`config.mk`:
```
export PLATFORM = sky130hd
export DESIGN_NAME = slip_framing_transmit_ring_top
export DESIGN_NICKNAME = d
export VERILOG_FILES = /design/src/sv/sftr_pkg.sv /design/src/sv/sftr_ram.sv /design/src/sv/sftr_ctrl.sv /design/src/sv/sftr_dp.sv /design/src/sv/slip_framing_transmit_ring_top.sv
export SDC_FILE = /design/constraint.sdc
export NUM_CORES = 2
export LEC_CHECK = 0
export BUFFER_PORTS_ARGS = -buffer_cell sky130_fd_sc_hd__buf_2
export CAP_MARGIN = 20
export CORE_ASPECT_RATIO = 0.75
export CORE_MARGIN = 2
export CORE_UTILIZATION = 55
export CTS_CLUSTER_SIZE = 40
export DETAILED_ROUTE_END_ITERATION = 10
export PLACE_DENSITY = 0.71
export SYNTH_ARGS = -nofsm -noshare
export SYNTH_HDL_FRONTEND = slang
export SYNTH_HIERARCHICAL = 1
export SYNTH_SLANG_ARGS = --single-unit
```
`constraint.sdc`:
```
create_clock -name i_clk -period 18 [get_ports i_clk]
set_clock_uncertainty 0.05 [all_clocks]
set_input_delay 0.9 -clock i_clk [delete_from_list [all_inputs] [get_ports i_clk]]
set_output_delay 0.9 -clock i_clk [all_outputs]
set_load 0.005 [all_outputs]
```
`src/sv/sftr_pkg.sv`:
```
// Shared constants, codes and types for the SLIP framing transmit ring.
// Depends on nothing; the controller, datapath and top level import it.
package sftr_pkg;

    // Ring and staging geometry
    localparam int RING_DEPTH  = 128;
    localparam int STAGE_DEPTH = 255;
    localparam int RING_AW     = $clog2(RING_DEPTH);
    localparam int STAGE_AW    = (STAGE_DEPTH > 1) ? $clog2(STAGE_DEPTH) : 1;
    localparam int CNT_W       = $clog2(STAGE_DEPTH + 1);
    // Worst-case frame length: every byte escaped plus two delimiters
    localparam int NEED_W      = $clog2(2 * STAGE_DEPTH + 3);

    // Operation codes
    localparam logic [2:0] OP_STAGE = 3'd0;
    localparam logic [2:0] OP_RAW   = 3'd1;
    localparam logic [2:0] OP_FRAME = 3'd2;
    localparam logic [2:0] OP_START = 3'd3;
    localparam logic [2:0] OP_DONE  = 3'd4;

    // SLIP special bytes
    localparam logic [7:0] SLIP_END     = 8'hC0;
    localparam logic [7:0] SLIP_ESC     = 8'hDB;
    localparam logic [7:0] SLIP_ESC_END = 8'hDC;
    localparam logic [7:0] SLIP_ESC_ESC = 8'hDD;

    // Ring write byte select
    typedef logic [1:0] t_push_sel;
    localparam t_push_sel PUSH_END  = 2'd0;
    localparam t_push_sel PUSH_ESC  = 2'd1;
    localparam t_push_sel PUSH_DATA = 2'd2;
    localparam t_push_sel PUSH_SUB  = 2'd3;

    typedef struct packed {
        logic [2:0] operation;
        logic [7:0] data_byte;
    } t_in;

    typedef struct packed {
        logic       tx_valid;
        logic [7:0] tx_byte;
        logic [7:0] accepted_len;
        logic       rejected;
        logic [6:0] free_space;
        logic       sending;
    } t_out;

    // Controller to datapath
    typedef struct packed {
        logic      accept;
        logic      clr_res;
        logic      stage_wr;
        logic      need_init;
        logic      need_acc;
        logic      idx_clr;
        logic      idx_inc;
        logic      check;
        logic      push;
        t_push_sel push_sel;
        logic      pop;
        logic      clr_count;
        logic      load_out;
    } t_cmd;

    // Datapath to controller
    typedef struct packed {
        logic [2:0] op;
        logic       n_zero;
        logic       last;
        logic       is_esc;
        logic       fits;
        logic       sending;
        logic       out_busy;
    } t_sts;

endpackage

```
`src/sv/sftr_ram.sv`:
```
// Generic simple dual-port RAM: one write port, one registered read port.
// Depends on nothing.
module sftr_ram #(
    parameter int WIDTH = 8,
    parameter int DEPTH = 128
) (
    input  logic                                    i_clk,
    input  logic                                    i_we,
    input  logic [((DEPTH > 1) ? $clog2(DEPTH) : 1)-1:0] i_waddr,
    input  logic [WIDTH-1:0]                        i_wdata,
    input  logic [((DEPTH > 1) ? $clog2(DEPTH) : 1)-1:0] i_raddr,
    output logic [WIDTH-1:0]                        o_rdata
);

    logic [WIDTH-1:0] r_mem [DEPTH];
    logic [WIDTH-1:0] r_rdata;

    // Write, and register the read word
    always_ff @(posedge i_clk) begin
        if (i_we) begin
            r_mem[i_waddr] <= i_wdata;
        end
        r_rdata <= r_mem[i_raddr];
    end

    assign o_rdata = r_rdata;

endmodule

```
`src/sv/sftr_ctrl.sv`:
```
// Sequencer for the SLIP transmit ring: steps each word through its operation.
// Depends on sftr_pkg; drives the datapath sftr_dp through t_cmd / t_sts.
module sftr_ctrl import sftr_pkg::*; (
    input  logic i_clk,
    input  logic i_rst_n,
    input  logic i_in_valid,
    output logic o_in_ready,
    input  t_sts i_sts,
    output t_cmd o_cmd
);

    localparam logic [3:0] S_IDLE     = 4'd0;
    localparam logic [3:0] S_DECODE   = 4'd1;
    localparam logic [3:0] S_SCAN_RD  = 4'd2;
    localparam logic [3:0] S_SCAN_ACC = 4'd3;
    localparam logic [3:0] S_CHECK    = 4'd4;
    localparam logic [3:0] S_SOF      = 4'd5;
    localparam logic [3:0] S_COPY_RD  = 4'd6;
    localparam logic [3:0] S_COPY_WR  = 4'd7;
    localparam logic [3:0] S_COPY_ESC = 4'd8;
    localparam logic [3:0] S_EOF      = 4'd9;
    localparam logic [3:0] S_POP      = 4'd10;
    localparam logic [3:0] S_FINISH   = 4'd11;

    logic [3:0] r_state;
    logic [3:0] n_state;
    logic       is_frame;
    logic       is_commit;

    assign is_frame  = (i_sts.op == OP_FRAME);
    assign is_commit = (i_sts.op == OP_RAW) || (i_sts.op == OP_FRAME);
    assign o_in_ready = (r_state == S_IDLE);

    // Next state and commands
    always_comb begin
        n_state = r_state;
        o_cmd   = '0;
        unique case (r_state)
            S_IDLE: begin
                o_cmd.accept = i_in_valid;
                if (i_in_valid) begin
                    n_state = S_DECODE;
                end
            end
            S_DECODE: begin
                o_cmd.clr_res = 1'b1;
                unique case (i_sts.op)
                    OP_STAGE: begin
                        o_cmd.stage_wr = 1'b1;
                        n_state        = S_FINISH;
                    end
                    OP_RAW: begin
                        o_cmd.need_init = 1'b1;
                        o_cmd.idx_clr   = 1'b1;
                        n_state         = S_CHECK;
                    end
                    OP_FRAME: begin
                        o_cmd.need_init = 1'b1;
                        o_cmd.idx_clr   = 1'b1;
                        n_state         = i_sts.n_zero ? S_CHECK : S_SCAN_RD;
                    end
                    OP_START: begin
                        n_state = i_sts.sending ? S_FINISH : S_POP;
                    end
                    OP_DONE: begin
                        n_state = S_POP;
                    end
                    default: begin
                        n_state = S_FINISH;
                    end
                endcase
            end
            S_SCAN_RD: begin
                n_state = S_SCAN_ACC;
            end
            S_SCAN_ACC: begin
                o_cmd.need_acc = 1'b1;
                o_cmd.idx_inc  = 1'b1;
                n_state        = i_sts.last ? S_CHECK : S_SCAN_RD;
            end
            S_CHECK: begin
                o_cmd.check   = 1'b1;
                o_cmd.idx_clr = 1'b1;
                priority if (!i_sts.fits) begin
                    n_state = S_FINISH;
                end else if (is_frame) begin
                    n_state = S_SOF;
                end else if (i_sts.n_zero) begin
                    n_state = S_FINISH;
                end else begin
                    n_state = S_COPY_RD;
                end
            end
            S_SOF: begin
                o_cmd.push     = 1'b1;
                o_cmd.push_sel = PUSH_END;
                n_state        = i_sts.n_zero ? S_EOF : S_COPY_RD;
            end
            S_COPY_RD: begin
                n_state = S_COPY_WR;
            end
            S_COPY_WR: begin
                o_cmd.push = 1'b1;
                if (is_frame && i_sts.is_esc) begin
                    o_cmd.push_sel = PUSH_ESC;
                    n_state        = S_COPY_ESC;
                end else begin
                    o_cmd.push_sel = PUSH_DATA;
                    o_cmd.idx_inc  = 1'b1;
                    priority if (!i_sts.last) begin
                        n_state = S_COPY_RD;
                    end else if (is_frame) begin
                        n_state = S_EOF;
                    end else begin
                        n_state = S_FINISH;
                    end
                end
            end
            S_COPY_ESC: begin
                o_cmd.push     = 1'b1;
                o_cmd.push_sel = PUSH_SUB;
                o_cmd.idx_inc  = 1'b1;
                n_state        = i_sts.last ? S_EOF : S_COPY_RD;
            end
            S_EOF: begin
                o_cmd.push     = 1'b1;
                o_cmd.push_sel = PUSH_END;
                n_state        = S_FINISH;
            end
            S_POP: begin
                o_cmd.pop = 1'b1;
                n_state   = S_FINISH;
            end
            S_FINISH: begin
                // Drop the staged block after any commit; hold while the result is stalled
                o_cmd.clr_count = is_commit;
                o_cmd.load_out  = !i_sts.out_busy;
                if (!i_sts.out_busy) begin
                    n_state = S_IDLE;
                end
            end
            default: begin
                n_state = S_IDLE;
            end
        endcase
    end

    // State register
    always_ff @(posedge i_clk) begin
        if (!i_rst_n) begin
            r_state <= S_IDLE;
        end else begin
            r_state <= n_state;
        end
    end

endmodule

```
`src/sv/sftr_dp.sv`:
```
// Datapath for the SLIP transmit ring: staging store, ring store, pointers,
// length check and result register. Depends on sftr_pkg and sftr_ram.
module sftr_dp import sftr_pkg::*; (
    input  logic i_clk,
    input  logic i_rst_n,
    input  t_in  i_in_item,
    input  logic i_out_ready,
    output logic o_out_valid,
    output t_out o_out_item,
    input  t_cmd i_cmd,
    output t_sts o_sts
);

    localparam int CMP_W = (NEED_W > RING_AW) ? NEED_W : RING_AW;

    logic [2:0]         r_op;
    logic [7:0]         r_data;
    logic [RING_AW-1:0] r_wr;
    logic [RING_AW-1:0] r_rd;
    logic               r_sending;
    logic [CNT_W-1:0]   r_count;
    logic [CNT_W-1:0]   r_idx;
    logic [NEED_W-1:0]  r_need;
    logic               r_txv;
    logic [7:0]         r_txb;
    logic [7:0]         r_acc;
    logic               r_rej;
    logic               r_out_valid;
    t_out               r_out;

    logic [RING_AW:0]   used_wide;
    logic [RING_AW-1:0] used;
    logic [RING_AW-1:0] free;
    logic [RING_AW-1:0] rd_pop;
    logic [RING_AW-1:0] wr_next;
    logic               ring_empty;
    logic [7:0]         stg_rdata;
    logic [7:0]         ring_rdata;
    logic [7:0]         push_byte;
    logic               stage_we;
    logic               esc;

    function automatic logic [RING_AW-1:0] ring_inc(input logic [RING_AW-1:0] ptr);
        logic [RING_AW-1:0] res;
        res = (ptr == RING_AW'(RING_DEPTH - 1)) ? '0 : ptr + 1'b1;
        return res;
    endfunction

    // Occupancy and free space
    always_comb begin
        if (r_wr >= r_rd) begin
            used_wide = {1'b0, r_wr} - {1'b0, r_rd};
        end else begin
            used_wide = {1'b0, r_wr} + (RING_AW + 1)'(RING_DEPTH) - {1'b0, r_rd};
        end
        used = used_wide[RING_AW-1:0];
        free = RING_AW'(RING_DEPTH - 1) - used;
    end

    assign ring_empty = (r_rd == r_wr);
    assign rd_pop     = ring_empty ? r_rd : ring_inc(r_rd);
    assign wr_next    = ring_inc(r_wr);
    assign stage_we   = i_cmd.stage_wr && (r_count < CNT_W'(STAGE_DEPTH));
    assign esc        = (stg_rdata == SLIP_END) || (stg_rdata == SLIP_ESC);

    // Select the byte written into the ring
    always_comb begin
        unique case (i_cmd.push_sel)
            PUSH_END:  push_byte = SLIP_END;
            PUSH_ESC:  push_byte = SLIP_ESC;
            PUSH_DATA: push_byte = stg_rdata;
            PUSH_SUB:  push_byte = (stg_rdata == SLIP_END) ? SLIP_ESC_END : SLIP_ESC_ESC;
            default:   push_byte = stg_rdata;
        endcase
    end

    sftr_ram #(
        .WIDTH (8),
        .DEPTH (STAGE_DEPTH)
    ) u_stage_ram (
        .i_clk   (i_clk),
        .i_we    (stage_we),
        .i_waddr (r_count[STAGE_AW-1:0]),
        .i_wdata (r_data),
        .i_raddr (r_idx[STAGE_AW-1:0]),
        .o_rdata (stg_rdata)
    );

    sftr_ram #(
        .WIDTH (8),
        .DEPTH (RING_DEPTH)
    ) u_ring_ram (
        .i_clk   (i_clk),
        .i_we    (i_cmd.push),
        .i_waddr (r_wr),
        .i_wdata (push_byte),
        .i_raddr (r_rd),
        .o_rdata (ring_rdata)
    );

    // Hold the accepted word
    always_ff @(posedge i_clk) begin
        if (i_cmd.accept) begin
            r_op   <= i_in_item.operation;
            r_data <= i_in_item.data_byte;
        end
    end

    // Walk index and encoded length
    always_ff @(posedge i_clk) begin
        if (i_cmd.idx_clr) begin
            r_idx <= '0;
        end else if (i_cmd.idx_inc) begin
            r_idx <= r_idx + 1'b1;
        end
        if (i_cmd.need_init) begin
            r_need <= (r_op == OP_FRAME) ? NEED_W'(2) : NEED_W'(r_count);
        end else if (i_cmd.need_acc) begin
            r_need <= r_need + (esc ? NEED_W'(2) : NEED_W'(1));
        end
    end

    // Ring pointers, busy flag and staged count
    always_ff @(posedge i_clk) begin
        if (!i_rst_n) begin
            r_wr      <= '0;
            r_rd      <= '0;
            r_sending <= 1'b0;
            r_count   <= '0;
        end else begin
            if (i_cmd.push) begin
                r_wr <= wr_next;
            end
            if (i_cmd.pop) begin
                r_rd      <= rd_pop;
                r_sending <= (rd_pop != r_wr);
            end
            if (i_cmd.clr_count) begin
                r_count <= '0;
            end else if (stage_we) begin
                r_count <= r_count + 1'b1;
            end
        end
    end

    // Per-word result fields
    always_ff @(posedge i_clk) begin
        if (i_cmd.clr_res) begin
            r_txv <= 1'b0;
            r_txb <= '0;
            r_acc <= '0;
            r_rej <= 1'b0;
        end else begin
            if (i_cmd.pop && !ring_empty) begin
                r_txv <= 1'b1;
                r_txb <= ring_rdata;
            end
            if (i_cmd.check) begin
                r_acc <= o_sts.fits ? 8'(r_count) : 8'd0;
                r_rej <= !o_sts.fits;
            end
        end
    end

    // Output register
    always_ff @(posedge i_clk) begin
        if (!i_rst_n) begin
            r_out_valid <= 1'b0;
        end else if (i_cmd.load_out) begin
            r_out_valid <= 1'b1;
        end else if (i_out_ready) begin
            r_out_valid <= 1'b0;
        end
    end

    always_ff @(posedge i_clk) begin
        if (i_cmd.load_out) begin
            r_out.tx_valid     <= r_txv;
            r_out.tx_byte      <= r_txb;
            r_out.accepted_len <= r_acc;
            r_out.rejected     <= r_rej;
            r_out.free_space   <= 7'(free);
            r_out.sending      <= r_sending;
        end
    end

    assign o_out_valid = r_out_valid;
    assign o_out_item  = r_out;

    // Status to the sequencer
    always_comb begin
        o_sts          = '0;
        o_sts.op       = r_op;
        o_sts.n_zero   = (r_count == '0);
        o_sts.last     = ({1'b0, r_idx} + 1'b1) == {1'b0, r_count};
        o_sts.is_esc   = esc;
        o_sts.fits     = CMP_W'(r_need) <= CMP_W'(free);
        o_sts.sending  = r_sending;
        o_sts.out_busy = r_out_valid && !i_out_ready;
    end

    // Pointers stay inside the ring
    a_ptr_range: assert property (@(posedge i_clk) disable iff (!i_rst_n)
        (r_wr < RING_AW'(RING_DEPTH - 1) || r_wr == RING_AW'(RING_DEPTH - 1)) &&
        (r_rd < RING_AW'(RING_DEPTH - 1) || r_rd == RING_AW'(RING_DEPTH - 1)))
        else $error("ring pointer out of range");

    // The length check must keep every write off a full ring
    a_push_not_full: assert property (@(posedge i_clk) disable iff (!i_rst_n)
        i_cmd.push |-> (wr_next != r_rd))
        else $error("ring written while full");

    // Staged count never passes the staging depth
    a_count_range: assert property (@(posedge i_clk) disable iff (!i_rst_n)
        r_count <= CNT_W'(STAGE_DEPTH))
        else $error("staged count overflow");

    // A rejected commit reports no accepted length
    a_rej_len: assert property (@(posedge i_clk) disable iff (!i_rst_n)
        (r_out_valid && r_out.rejected) |-> (r_out.accepted_len == 8'd0))
        else $error("rejected commit with a length");

endmodule

```
`src/sv/slip_framing_transmit_ring_top.sv`:
```
// Top level of the SLIP framing transmit ring: sequencer plus datapath.
// Depends on sftr_pkg, sftr_ctrl, sftr_dp (and sftr_ram via the datapath).
//
//   channel   direction  handshake                   word
//   in        sink       i_in_valid / o_in_ready     i_in_item  (t_in)
//   out       source     o_out_valid / i_out_ready   o_out_item (t_out)
//
// Each word is accepted, decoded and finished; transmit complete, and start when not
// sending, pop the ring. A commit checks its length against free space and, if it
// fits, copies staged bytes in; a frame is scanned and gets delimiters and escapes.
// Walked bytes pass an address and a use state, as both stores read registered.
// Synchronous reset clears pointers, counts and flags. A stalled result holds its
// register; the next word is taken and waits in its final step until it drains.
module slip_framing_transmit_ring_top import sftr_pkg::*; (
    input  logic i_clk,
    input  logic i_rst_n,
    input  logic i_in_valid,
    output logic o_in_ready,
    input  t_in  i_in_item,
    output logic o_out_valid,
    input  logic i_out_ready,
    output t_out o_out_item
);

    t_cmd cmd;
    t_sts sts;

    sftr_ctrl u_ctrl (
        .i_clk      (i_clk),
        .i_rst_n    (i_rst_n),
        .i_in_valid (i_in_valid),
        .o_in_ready (o_in_ready),
        .i_sts      (sts),
        .o_cmd      (cmd)
    );

    sftr_dp u_dp (
        .i_clk       (i_clk),
        .i_rst_n     (i_rst_n),
        .i_in_item   (i_in_item),
        .i_out_ready (i_out_ready),
        .o_out_valid (o_out_valid),
        .o_out_item  (o_out_item),
        .i_cmd       (cmd),
        .o_sts       (sts)
    );

endmodule
```
# Yosys cells after proc, flatten, opt, wreduce, memory -nomap -nowiden
# Memories as Yosys holds them, arrays and structs flattened. A register that Yosys moved wholly into a read port is not among the register bits.
# Cells that the tools add are included.
word_totals:
  ff_bits: 101
  ramBits: 3064
  in_bits: 15
  out_inout_bits: 28
  elab_cells: 130
  mem_count: 2
classes:
  add_sub_neg: 10
  magnitude_cmp: 3
  eq_ne: 27
  muxes: 45
  bitwise_logic: 1
  reduce_logical: 22
memory_table:
  columns: ["name", "words", "width", "rd", "rd_ports_with_merged_regs", "wr", "line_no", "rtl"]
  rows:
  - ["u_dp.u_stage_ram.r_mem", 255, 8, 1, 1, 1, "sftr_ram.sv:15", "logic [WIDTH-1:0] r_mem [DEPTH];"]
  - ["u_dp.u_ring_ram.r_mem", 128, 8, 1, 1, 1, "sftr_ram.sv:15", null]
ops:
  columns: ["op", "count"]
  rows:
  - ["case mux 4 bit (11 select lines)", 1]
  - ["two-way mux 4 bit", 9]
  - ["case mux 8 bit (4 select lines)", 1]
  - ["two-way mux 7 bit", 4]
  - ["adder 7 x 1 -> 7 bit, second input constant", 3]
  - ["two-way mux 10 bit", 2]
  - ["adder 8 x 1 -> 8 bit, second input constant", 2]
  - ["equality test 4 x 3 -> 1 bit, second input constant", 4]
  - ["equality test 4 bit, second input constant", 4]
  - ["equality test 8 bit, second input constant", 2]
  - ["two-way mux 8 bit", 2]
  - ["case mux 4 bit (4 select lines)", 1]
  - ["two-way mux 1 bit", 15]
  - ["equality test 7 bit, second input constant", 2]
  - ["subtractor 7 bit", 2]
  - ["adder 10 bit", 1]
  - ["less-or-equal comparator 10 x 7 -> 1 bit", 1]
  - ["OR reduction 2 bit", 5]
  - ["adder 8 x 1 -> 9 bit, second input constant", 1]
  - ["equality test 9 x 8 -> 1 bit", 1]
  - ["two-way mux 3 bit", 3]
  - ["case mux 3 bit (3 select lines)", 1]
  - ["equality test 4 x 2 -> 1 bit, second input constant", 2]
  - ["zero test 8 bit", 1]
  - ["other kinds (23)", 38]

# Longest topological paths before layout
logic_depth:
  ltp_word: 7
  ltp_mapped: 19
  depth_no_buf: 18

# Cells and area by module
# The synthesis kept the hierarchy.
modules_own_cells:
  columns: ["mod", "instances", "cells_per_inst", "area_each_um2", "seq_area_each_um2"]
  rows:
  - ["sftr_ram (u_dp.u_stage_ram)", 1, 3910, 80485.9, 61418.9]
  - ["sftr_ram (u_dp.u_ring_ram)", 1, 1635, 39665.5, 30909.6]
  - ["sftr_dp", 1, 493, 4890.9, 2412.3]
  - ["sftr_ctrl", 1, 90, 609.3, 80.1]

# Worst setup path before layout
# Ideal clock, no wire load.
synth_timing:
  path_kind: "register to register"
  from: "register u_dp.u_stage_ram.r_rdata[4] (netlist: u_dp/u_stage_ram/o_rdata[4]), read port of u_dp.u_stage_ram.r_mem"
  to: "memory u_dp.u_ring_ram.r_mem[0][1] (data pin)"
  setup_time_ps: 1197
  t_arrival_ps: 6506
  required_time_ps: 16753
  slack_ps: 10247
  stages_incl_launch_ff: 9
  n_path_buf: 1
  period_less_slack_ps: 7753
  path_cell_list: "dfxtp_1 -> nor3_1 -> mux2_2 -> and2_1 -> buf_4 -> nand4bb_1 -> o21bai_1 -> inv_1 -> o21ai_0"
synth_rtl:
  columns: ["item", "line_no", "rtl"]
  rows:
  - ["from (decl)", "sftr_ram.sv:16", "logic [WIDTH-1:0] r_rdata;"]
  - ["to (decl)", "sftr_ram.sv:15", null]

==> PnR_summary.wiki <==
{| class="wikitable"
! Metric !! Value
|-
| Outcome || complete, no violations
|-
| Cell family with most CP delay || buffers and inverters
|-
| Area of the die || 232000 um^2
|-
| CP cell instances || buf_12, buf_4, buf_4, mux4_2, mux4_2, a22oi_1, nand2_1, nor3_2, o32ai_1
|-
| Final Total Pwr || 18600 uW
|-
| Fraction of final layout cells with drive strength greater than 1 || 0.216
|-
| Critical Path Max Stage Delay || 870 ps
|-
| Warnings from Yosys || 6
|-
| Asr flop ratio synth || 0
|-
| Buffers plus inverters on the worst setup path || 3
|-
| Depth of the CTS H-tree || 5
|-
| Hold Violations, Final || 0
|-
| Maximum operating frequency || 169 MHz
|-
| Number of antenna violations at the first check in global routing || 12
|-
| Multiplexer share of the synthesized area || 0.159
|-
| Worst-path cell with the longest stage delay || sky130_fd_sc_hd__buf_4
|-
| First-pass GRT wire length || 446000 um
|-
| Synth Area in Simple Gates || 0.0360
|-
| Post-DP HPWL || 189000 um
|-
| Most frequent cells after synthesis || sky130_fd_sc_hd__edfxtp_1 (3111), sky130_fd_sc_hd__mux4_2 (718), sky130_fd_sc_hd__nor2_1 (470)
|-
| Synth Area in Compound Gates || 0.0253
|-
| Cell type contributing the most total cell area after synthesis || sky130_fd_sc_hd__edfxtp_1
|-
| Overflow left after global routing || 0
|-
| CTS Hold Buffers Added || 0
|-
| Min cycle time layout || 5910 ps
|-
| Worst ir drop on vdd || 0.000110 V
|-
| Cell at the root of the clock tree || sky130_fd_sc_hd__clkbuf_16
|-
| Most numerous cell in the Yosys netlist || sky130_fd_sc_hd__edfxtp_1
|-
| Switching share of power || 0.272
|-
| Number of standard cells after synthesis || 6128
|-
| Combinational share of power || 0.191
|-
| Worst-path maximum fanout || 110
|-
| Clock latency on the worst-skew pair || 950 ps
|-
| Setup repair bufs after CTS || 0
|-
| Input/output buffers || 42
|-
| Die Y || 418 um
|-
| Reported max-cap violation count || 0
|-
| Overall die width || 556 um
|-
| Largest cells by area after synthesis || sky130_fd_sc_hd__edfxtp_1 (74%), sky130_fd_sc_hd__mux4_2 (13%), sky130_fd_sc_hd__mux2i_1 (1.6%)
|-
| Post-placement cell area || 129000 um^2
|-
| Worst Max-Slew Pin Slew || 1230 ps
|-
| CTS tree || done
|-
| Core box area || 227000 um^2
|-
| Main combinational cell family by area after synthesis || multiplexers
|-
| Area added between synthesis and finish || 10.1%
|-
| Post-Route WL || 313000 um
|-
| Final setup violation count || 0
|-
| Synthesized net count || 6165
|-
| Setup repair after global routing missed its margin || no
|-
| Number of vias after detailed routing || 64500
|-
| Power spent charging and discharging nets || 5050 uW
|-
| Summed instance area of the synthesized netlist || 126000 um^2
|-
| Clock share of power || 0.334
|-
| Vias in the first global route || 61200
|-
| Type of the worst setup path || reg2reg
|-
| Leakage dissipation || 0.0427 uW
|-
| Number of max-slew violations in the final report || 0
|-
| Path type of the worst min-delay path || in2reg
|-
| CTS-repair resized insts || 0
|-
| DR vias/cell || 6.80
|-
| Number of flops mapped to enable cells by yosys || 3111
|-
| Crit. End Element || register
|-
| Number of distinct library cells after synthesis || 100
|-
| Max-slew headroom at the worst pin || 0.177
|-
| Post-route antenna net violation count || 0
|-
| Row Count || 151
|-
| Largest net degree at the start of global routing || 174
|-
| Commonest register cell after synthesis || sky130_fd_sc_hd__edfxtp_1
|-
| Sum of negative setup slack || 0 ps
|-
| Max Root-Sink Buffers || 4
|-
| Final worst hold slack || 118 ps
|-
| CTS Buf Count || 312
|-
| Total power divided by cell area || 134 nW/um^2
|-
| Critical path data arrival time || 6640 ps
|-
| Internal power summed over all cells || 13500 uW
|-
| Top-level I/O count || 43
|-
| Sinks on the clock net || 3181
|-
| Data required time of the critical path || 18740 ps
|-
| GRT Util Overall || 0.269
|-
| Post-route standard cell area excluding fillers || 138000 um^2
|-
| Final weighted congestion in routability-driven placement || 0.864
|-
| Synthesized area per cell || 20.5 um^2
|-
| Post-layout worst setup margin || 12090 ps
|-
| Reg power frac || 0.475
|-
| Portion of the post-synthesis area used by sequential elements || 0.755
|-
| Number of search-and-repair iterations in the first detailed-routing pass || 6
|-
| Post-place setup slack || 12090 ps
|-
| Synth Area in XOR/XNOR || 0.00336
|-
| Share of the synthesized area in the top cell type || 0.743
|-
| Clock-pin slew on the worst setup and hold paths || 60 ps
|-
| Final layout net count || 6321
|-
| Initial DRC Count || 11000
|-
| Routed length per placed instance || 32.9 um
|-
| Flops & latches, synth || 3181
|-
| DRC violations left || 0
|-
| Starting utilization of the core area || 0.555
|-
| Tcrit/Tclk final || 0.328
|-
| CP Launch Type || register
|-
| Area share of fa/ha/maj cells after synthesis || 0.00231
|}
## through the flow
stage | cells | util
floorplan | 6128 | -
global placement | 8925 | 0.567
detailed placement | 8928 | 0.568
CTS | 9455 | 0.609
global route | 9481 | 0.611
finish | 9488 | 0.611
## sequential cells by signal, indices dropped and copies added (netlist names)
register / count
u_dp/u_stage_ram/r_mem: 2040
u_dp/u_ring_ram/r_mem: 1024
u_dp/o_out_item: 26
u_dp/r_need: 10
u_dp/r_acc: 8
u_dp/r_count: 8
u_dp/r_data: 8
u_dp/r_idx: 8
u_dp/r_txb: 8
u_dp/u_ring_ram/o_rdata: 8
u_dp/u_stage_ram/o_rdata: 8
u_dp/r_rd: 7
u_dp/r_wr: 7
u_ctrl/r_state: 4
u_dp/r_op: 3
u_dp/o_out_valid: 1
u_dp/r_rej: 1
u_dp/r_sending: 1
u_dp/r_txv: 1
## power by group through the flow
| stage | Combinational, uW | Clock [uW] | Sequential, uW |
|---|---|---|---|
| CTS | 3480 | 6270 | 8830 |
| floorplan | 2300 | 0 | 9150 |
| detailed placement | 3470 | 0 | 8990 |
| global route | 3710 | 6550 | 8830 |
| global placement | 3400 | 0 | 8990 |
| finish | 3540 | 6210 | 8830 |
## routing by layer
layer  part of all wire  routed length [um]  track usage  up-vias
met3               0.14               44000       0.0812      561
met1               0.41              127000        0.421    33800
met2               0.43              134000        0.372     4473
met4              0.022                7000       0.0638        6
met5            0.00018                  57            0        -
li1                   -                   -            -    25600
## cell usage in the layout (no fill, tap or decap), drive strengths merged, types with 14 or more instances in the layout
master     n
a211oi    19
nor2b     40
xor2      19
nand2b    20
nand4     26
o31ai     14
o22ai     61
dfxtp     70
o221ai    61
ha        20
nor2     471
clkinv    93
a22oi     27
xnor2     27
bufinv    20
mux2i    197
and2      23
nand3     76
nand2    247
clkbuf   411
mux4     778
edfxtp  3111
nor3      43
o21ai     51
mux2      18
a21oi     94
a31oi     27
and3      30
buf      198
inv       49
## area by class of cell
cell class,instances,area (um^2)
antenna,8,20.0
clock buffer,408,8410
clock inverter,119,1080
fill,15400,88100
inverter,46,178
multi-input combinational,2542,28500
sequential,3181,94900
tap,2983,3730
timing repair buffer,201,1640
## worst paths after layout
path | from | end | slack [ps] | cells after the start
min reg2reg | u_dp/r_acc[1] | u_dp/o_out_item[10] | 380 | 0
max | u_dp/r_idx[0] | u_dp/u_stage_ram/o_rdata[2] | 12090 | 9
min | i_in_item[0] | u_dp/r_data[0] | 120 | 1
max reg2reg | u_dp/r_idx[0] | u_dp/u_stage_ram/o_rdata[2] | 12090 | 9
## cell families after synthesis
| family | Yosys count |
|---|---|
| flip-flops | 3181 |
| multiplexers | 993 |
| XOR/XNOR | 46 |
| AND/OR/NAND/NOR | 1022 |
| buffers and inverters | 405 |
| AO/OA/AOI/OAI | 459 |
| adder cells (fa/ha/maj) | 22 |
No activity file was read; power rests on OpenSTA's default activity.
